===== src/brm_pkg.sv =====
// Shared types and constants for the bisection range mapper.
// No dependencies; imported by brm_step and bisection_range_mapper_top.
`default_nettype none

package brm_pkg;

   // Control bits that travel with each beat down the pipeline
   typedef struct packed {
      logic valid;
      logic done;
   } stage_ctl_type;

   // Configuration register indexes
   localparam int CSR_INDEX_WIDTH = 2;
   localparam logic [CSR_INDEX_WIDTH-1:0] CSR_INPUT_LOW   = 2'd0;
   localparam logic [CSR_INDEX_WIDTH-1:0] CSR_INPUT_HIGH  = 2'd1;
   localparam logic [CSR_INDEX_WIDTH-1:0] CSR_OUTPUT_LOW  = 2'd2;
   localparam logic [CSR_INDEX_WIDTH-1:0] CSR_OUTPUT_HIGH = 2'd3;

endpackage

`default_nettype wire


===== src/brm_step.sv =====
// One registered halving step of the bisection range mapper pipeline.
// Depends on brm_pkg (stage_ctl_type).
`default_nettype none

module brm_step #(
   parameter int VALUE_WIDTH = 16
) (
   input  wire logic                          clock,
   input  wire logic                          reset,
   input  wire brm_pkg::stage_ctl_type        ctl_i,
   input  wire logic signed [VALUE_WIDTH-1:0] x_i,
   input  wire logic signed [VALUE_WIDTH-1:0] lo_i,
   input  wire logic signed [VALUE_WIDTH-1:0] hi_i,
   input  wire logic signed [VALUE_WIDTH-1:0] olo_i,
   input  wire logic signed [VALUE_WIDTH-1:0] ohi_i,
   input  wire logic signed [VALUE_WIDTH-1:0] res_i,
   output brm_pkg::stage_ctl_type             ctl_o,
   output logic signed [VALUE_WIDTH-1:0]      x_o,
   output logic signed [VALUE_WIDTH-1:0]      lo_o,
   output logic signed [VALUE_WIDTH-1:0]      hi_o,
   output logic signed [VALUE_WIDTH-1:0]      olo_o,
   output logic signed [VALUE_WIDTH-1:0]      ohi_o,
   output logic signed [VALUE_WIDTH-1:0]      res_o
);
   import brm_pkg::*;

   stage_ctl_type                  ctl_ff, ctl_in;
   logic signed [VALUE_WIDTH-1:0]  x_ff, lo_ff, hi_ff, olo_ff, ohi_ff, res_ff;
   logic signed [VALUE_WIDTH-1:0]  lo_in, hi_in, olo_in, ohi_in, res_in;
   logic signed [VALUE_WIDTH:0]    mid_sum, omid_sum;
   logic signed [VALUE_WIDTH-1:0]  mid, omid;

   // Sum one bit wider, then drop the LSB for a floor midpoint
   assign mid_sum  = {lo_i[VALUE_WIDTH-1], lo_i} + {hi_i[VALUE_WIDTH-1], hi_i};
   assign omid_sum = {olo_i[VALUE_WIDTH-1], olo_i} + {ohi_i[VALUE_WIDTH-1], ohi_i};
   assign mid      = mid_sum[VALUE_WIDTH:1];
   assign omid     = omid_sum[VALUE_WIDTH:1];

   always_comb begin
      ctl_in = ctl_i;
      lo_in  = lo_i;
      hi_in  = hi_i;
      olo_in = olo_i;
      ohi_in = ohi_i;
      res_in = res_i;
      if (!ctl_i.done) begin
         if (x_i >= hi_i) begin
            ctl_in.done = 1'b1;
            res_in      = ohi_i;
         end else if (x_i <= lo_i) begin
            ctl_in.done = 1'b1;
            res_in      = olo_i;
         end else if (olo_i == ohi_i) begin
            ctl_in.done = 1'b1;
            res_in      = olo_i;
         end else if (lo_i == mid) begin
            // range cannot be split any further
            ctl_in.done = 1'b1;
            res_in      = omid;
         end else if (x_i <= mid) begin
            hi_in  = mid;
            ohi_in = omid;
         end else begin
            lo_in  = mid + VALUE_WIDTH'(1);
            olo_in = omid;
         end
      end
   end

   always_ff @(posedge clock) begin
      if (reset) begin
         ctl_ff <= '0;
      end else begin
         ctl_ff <= ctl_in;
      end
   end

   always_ff @(posedge clock) begin
      x_ff   <= x_i;
      lo_ff  <= lo_in;
      hi_ff  <= hi_in;
      olo_ff <= olo_in;
      ohi_ff <= ohi_in;
      res_ff <= res_in;
   end

   assign ctl_o = ctl_ff;
   assign x_o   = x_ff;
   assign lo_o  = lo_ff;
   assign hi_o  = hi_ff;
   assign olo_o = olo_ff;
   assign ohi_o = ohi_ff;
   assign res_o = res_ff;

endmodule

`default_nettype wire


===== config.mk =====
export PLATFORM = sky130hd
export DESIGN_NAME = brm_step
export DESIGN_NICKNAME = d
export VERILOG_FILES = /design/src/brm_pkg.sv /design/src/brm_step.sv
export SDC_FILE = /design/constraint.sdc
export NUM_CORES = 1
export LEC_CHECK = 0
export ABC_AREA = 1
export BUFFER_PORTS_ARGS = -buffer_cell sky130_fd_sc_hd__buf_2
export CORE_MARGIN = 2
export CORE_UTILIZATION = 32
export DETAILED_ROUTE_END_ITERATION = 7
export HOLD_SLACK_MARGIN = 0.05
export PLACE_DENSITY = 0.56
export SYNTH_ARGS = -nofsm -noshare
export SYNTH_HDL_FRONTEND = slang
export SYNTH_SLANG_ARGS = --single-unit

===== constraint.sdc =====
create_clock -name clock -period 4.3 [get_ports clock]
set_input_delay 0.43 -clock clock [delete_from_list [all_inputs] [get_ports clock]]
set_output_delay 0.43 -clock clock [all_outputs]
set_load 0.02 [all_outputs]

[Word-level counts from Yosys, hierarchy flattened]
Index checks and enable logic that the tools add are counted.
Cells by class
  add/sub/neg operators: 3
  magnitude comparators: 3
  equality and inequality tests: 2
  multiplexer cells: 34
Operators by type and width (number)
  $mux W16: 29
  $add A16 B16 Y17: 2
  $eq A16 B16 Y1: 2
  $le A16 B16 Y1: 2
  $add A16 B2 Y16 const B: 1
  $ge A16 B16 Y1: 1
  $mux W1: 5
Word-level totals
  flip-flop bits (word level): 98
  input bits: 100
  output and inout bits: 98
  logic and storage cells: 50

[Longest topological paths before layout]
  depth in word-level cells: 8
  depth in mapped cells: 27
  depth with buffers taken out: 26

[Worst setup path after synthesis]
OpenSTA, ideal clock, no wires.
  path type: input -> register
  from: input lo_i[1]
  to: register hi_ff[7], in the netlist hi_o[7]
  setup time: 0.112 ns
  arrival: 3.152 ns
  required time: 4.188 ns
  setup slack: 1.036 ns
  stages on the path: 25
  buffers on the path: 1
  path through: inv_1 -> fa_1 -> inv_1 -> nand2_1 -> nand3_2 -> nand2_1 -> nand2_2 -> xor2_1 -> inv_1 -> ha_1 -> nand2_1 -> inv_1 -> nand3_1 -> inv_1 -> a21oi_1 -> nor2_1 -> nor2_1 -> nand2_1 -> nand2_1 -> nand2_2 -> nand2_2 -> nand2_2 -> buf_4 -> nand2_1 -> nand2_1
Between the ends
  word-level cells in the longest chain between the ends: 8
  elaborated cells between the ends (all ways): 10
  classes of those cells: 1 x add/sub; 2 x order compare; 1 x eq/ne; 6 x mux
Ends and longest elaborated chain
  from (decl): line brm_step.sv:12  | input wire logic signed [VALUE_WIDTH-1:0] lo_i,
  $add A16 B16 Y17: line brm_step.sv:34  | assign mid_sum = {lo_i[VALUE_WIDTH-1], lo_i} + {hi_i[VALUE_WIDTH-1], hi_i};
  $le A16 B16 Y1: line brm_step.sv:60  | end else if (x_i <= mid) begin
  $mux W16: line brm_step.sv:60
  $mux W16: line brm_step.sv:56  | end else if (lo_i == mid) begin
  $mux W16: line brm_step.sv:53  | end else if (olo_i == ohi_i) begin
  $mux W16 (*): line brm_step.sv:50  | end else if (x_i <= lo_i) begin
  $mux W16 (*): line brm_step.sv:47  | if (x_i >= hi_i) begin
  $mux W16 (*): line brm_step.sv:46  | if (!ctl_i.done) begin
  named net hi_in[7]: line brm_step.sv:29  | logic signed [VALUE_WIDTH-1:0] lo_in, hi_in, olo_in, ohi_in, res_in;
  to (signal assigned): line brm_step.sv:81  | hi_ff <= hi_in;
  to (decl): line brm_step.sv:28  | logic signed [VALUE_WIDTH-1:0] x_ff, lo_ff, hi_ff, olo_ff, ohi_ff, res_ff;
Mark *: on every way through the listed nets, which the timed path passes. The rest lies on a longest branch.
A chain may end at the register's enable or synchronous reset.

[Worst setup path after layout]
  from: input lo_i[3]
  to: register hi_ff[12], in the netlist hi_o[12]
Same word-level chain as after synthesis.

==> results by group <==
Timing
  • Final setup fails: 0
  • Final Hold Viols: 0
  • RSZ-0062 raised after global routing: false
  • Post-route worst setup slack: roughly 0.64 ns
  • Period utilization: about 85%
  • Setup TNS: 0 ns
  • Worst-margin pin slew: roughly 0.71 ns
  • Pins Over Slew Limit: 0
  • Fmax: 0.2732 GHz
  • Fin crit period: 3.661 ns
  • Worst rel slew slack: a little over half

Pwr
  • Total power: 3.289 mW
  • Peak VDD IR: 209.9 uV
  • Leakage: about 5.3 nW
  • Pwr dens: about 360 mW/mm^2

Detailed routing
  • DRC: 0
  • Final ANT Viol Nets: 0
  • Routed WL: ~27 mm
  • DR pass1 iterations: 5
  • Via count: approximately 8,200
  • DRC marker count from the first detailed-route iteration: between 400 and 500
  • Post-DR vias/cell: around 4.8
  • Routed wire per std cell: ~16 um

Clocking
  • CTS HTree Levels: 3
  • Num CTS Buffers: 9
  • CTS tree: built
  • # hold bufs at CTS: 0
  • Clock sinks: just under 100
  • Clk slew on worst S/H paths: roughly 0.070 ns
  • Setup Buffers After CTS: 0
  • Clk root buf: clkbuf_16
  • Post-CTS sizing: 0
  • CTS max path bufs: 2

Placement
  • Area after DPL: 0.008915 mm^2
  • DP Worst Slack: roughly 0.33 ns
  • Dpl hpwl: between 20 and 25 mm
  • Number of I/O port buffers: around 200
  • Placed cells: 1,668
  • RePlAce Congestion: 0.9303

Cells and area
  • Most common cell after layout, fill and taps aside: nand2_1
  • Synthesis-to-finish area growth: 22.04%
  • Share of layout cells above drive strength 1: 19.41%
  • Fin area: between 0.009 and 0.01 mm^2
  • Fin nets: approximately 1,500
  • Most frequent cells in the layout: nand2_1, buf_2, inv_1, nand3_1, dfxtp_1
  • Post-route non-filler standard cell count: about 1,700

Setup path
  • Critical path peak fanout: 16
  • Critical Path Start Type: primary input
  • Kind of end point of the critical path: flop
  • Crit path DAT: 3.96 ns
  • CP required: ~4.6 ns
  • Crit Path Category: primary input to flop

Floorplan
  • Chip width: 157.8 um
  • Die Ht: 157.8 um
  • Core area: between 0.02 and 0.025 mm^2
  • Starting density of the core: 32.44%
  • Row count: 56
  • Count of boundary I/O pins: roughly 200
  • Die area: between 0.02 and 0.025 mm^2

Global routing
  • Initial antenna violation count: 2
  • Overall Global Routing Usage: between 20% and 30%
  • First-pass GRT wire length: between 40 and 50 mm
  • Vias in the first global route: approximately 7,800
  • Pin count of the biggest net entering global routing: 34
  • Total gr overflow: 0

Synth
  • Mapped Cells: 1,166
  • Synthesis-stage register bit count: slightly below 100
  • Syn nets: roughly 1,300
  • Seq/Total Area, Yosys: 25.92%
  • Syn. warnings: 0
  • Area of the mapped netlist: approximately 0.0076 mm^2
  • Synth cell types: 45
  • Syn_area_per_cell: 6.491 um^2

Flow run
  • Max_cap viols: 0

Hold path
  • Tightest Hold Check Type: primary input to flop
  • Worst Hold Path Cells: 1

Run status
  • Status: finished clean
==> cell usage after synthesis, drive strengths merged <==
library cell | instances | area, um^2
nand2 | 392 | 1509
inv | 174 | 653.1
nand3 | 113 | 593.1
dfxtp | 98 | 1962
ha | 79 | 988.5
a21oi | 74 | 377.9
nand4 | 60 | 375.4
nor2 | 43 | 176.4
xor2 | 28 | 252.8
buf | 23 | 155.1
o21ai | 20 | 100.1
clkbuf | 13 | 48.80
nor3 | 12 | 60.06
nand3b | 8 | 60.06
o21bai | 5 | 37.54
a31oi | 3 | 18.77
nor4 | 3 | 18.77
fa | 2 | 40.04
xnor2 | 2 | 17.52
a211oi | 1 | 7.510
a21boi | 1 | 7.510
a31o | 1 | 8.760
and2 | 1 | 6.260
and3 | 1 | 6.260
mux2i | 1 | 10.01
o2111ai | 1 | 8.760
o211ai | 1 | 7.510
o21a | 1 | 7.510
o221ai | 1 | 8.760
o22a | 1 | 8.760
o31ai | 1 | 7.510
or3 | 1 | 6.260
xnor3 | 1 | 22.52
==> worst max-delay path, cell delays in order <==
cell and delay [ns]:
buf_2 0.15, ha_1 0.39, nand2_1 0.10, nand2_1 0.07, nand2_1 0.12, nand3_2 0.12
nand2_1 0.09, nand2_2 0.07, nand2_1 0.13, nand2_1 0.11, nand2_1 0.10, nand2_1 0.13
ha_1 0.37, nand2_1 0.09, inv_1 0.06, nand3_1 0.07, nor2_1 0.10, nand4_1 0.16
or3_1 0.42, nand2_2 0.16, buf_4 0.28, nand3_1 0.12, nand2_1 0.08
==> flip-flops by register name (all words and copies together) (netlist names) <==
name   flops
hi_o      16
lo_o      16
ohi_o     16
olo_o     16
res_o     16
x_o       16
ctl_o      2
==> cell type report <==
class                      count  area (um^2)
timing repair buffer         219         1151
fill                        2542        14100
antenna                        1        2.502
clock buffer                  10        229.0
multi-input combinational    858         4750
clock inverter                 6        90.09
tap                          319        399.1
sequential                    98         1962
inverter                     174        653.1
==> path summary, 6_finish.rpt <==
kind | from | endpoint | slack, ns
worst max-delay path | lo_i[3] | hi_o[12] | 0.64
worst min-delay path | x_i[0] | x_o[0] | 0.20
==> layer usage <==
metal	vias up	global-route usage (%)	share of wire, %
met2	300	34.58	43
met4	2	7.835	2.3
met3	41	3.230	6.2
met5	-	0	0.040
met1	3656	30.91	48
li1	4168	-	-
==> kinds of logic (layout without fill, tap and decap cells) <==
logic type / count (synthesis) / after routing / synth area share, %
mux: 1 / 1 / 0.1323
compound gates: 111 / 111 / 8.018
simple gates: 634 / 634 / 37.15
fa+ha+maj: 81 / 81 / 13.59
buf+inv: 210 / 409 / 11.32
other cells: 0 / 1 / 0
flops: 98 / 98 / 25.92
xor+xnor: 31 / 31 / 3.869
==> per-stage QoR <==
step	hold WS [ns]	utilization, %
floorplan	0.4577	-
detailed placement	0.5567	38.21
global placement	0.5466	38.21
finish	0.1956	39.59
global route	0.1916	39.59
CTS	0.1839	39.58
==> power by group <==
group | internal [mW] | switching, mW | total [mW]
sequential | 1.02 | 0.0283 | 1.04
combinational | 0.425 | 0.917 | 1.34
clock | 0.513 | 0.390 | 0.903
(Power assumes the default switching activity.)
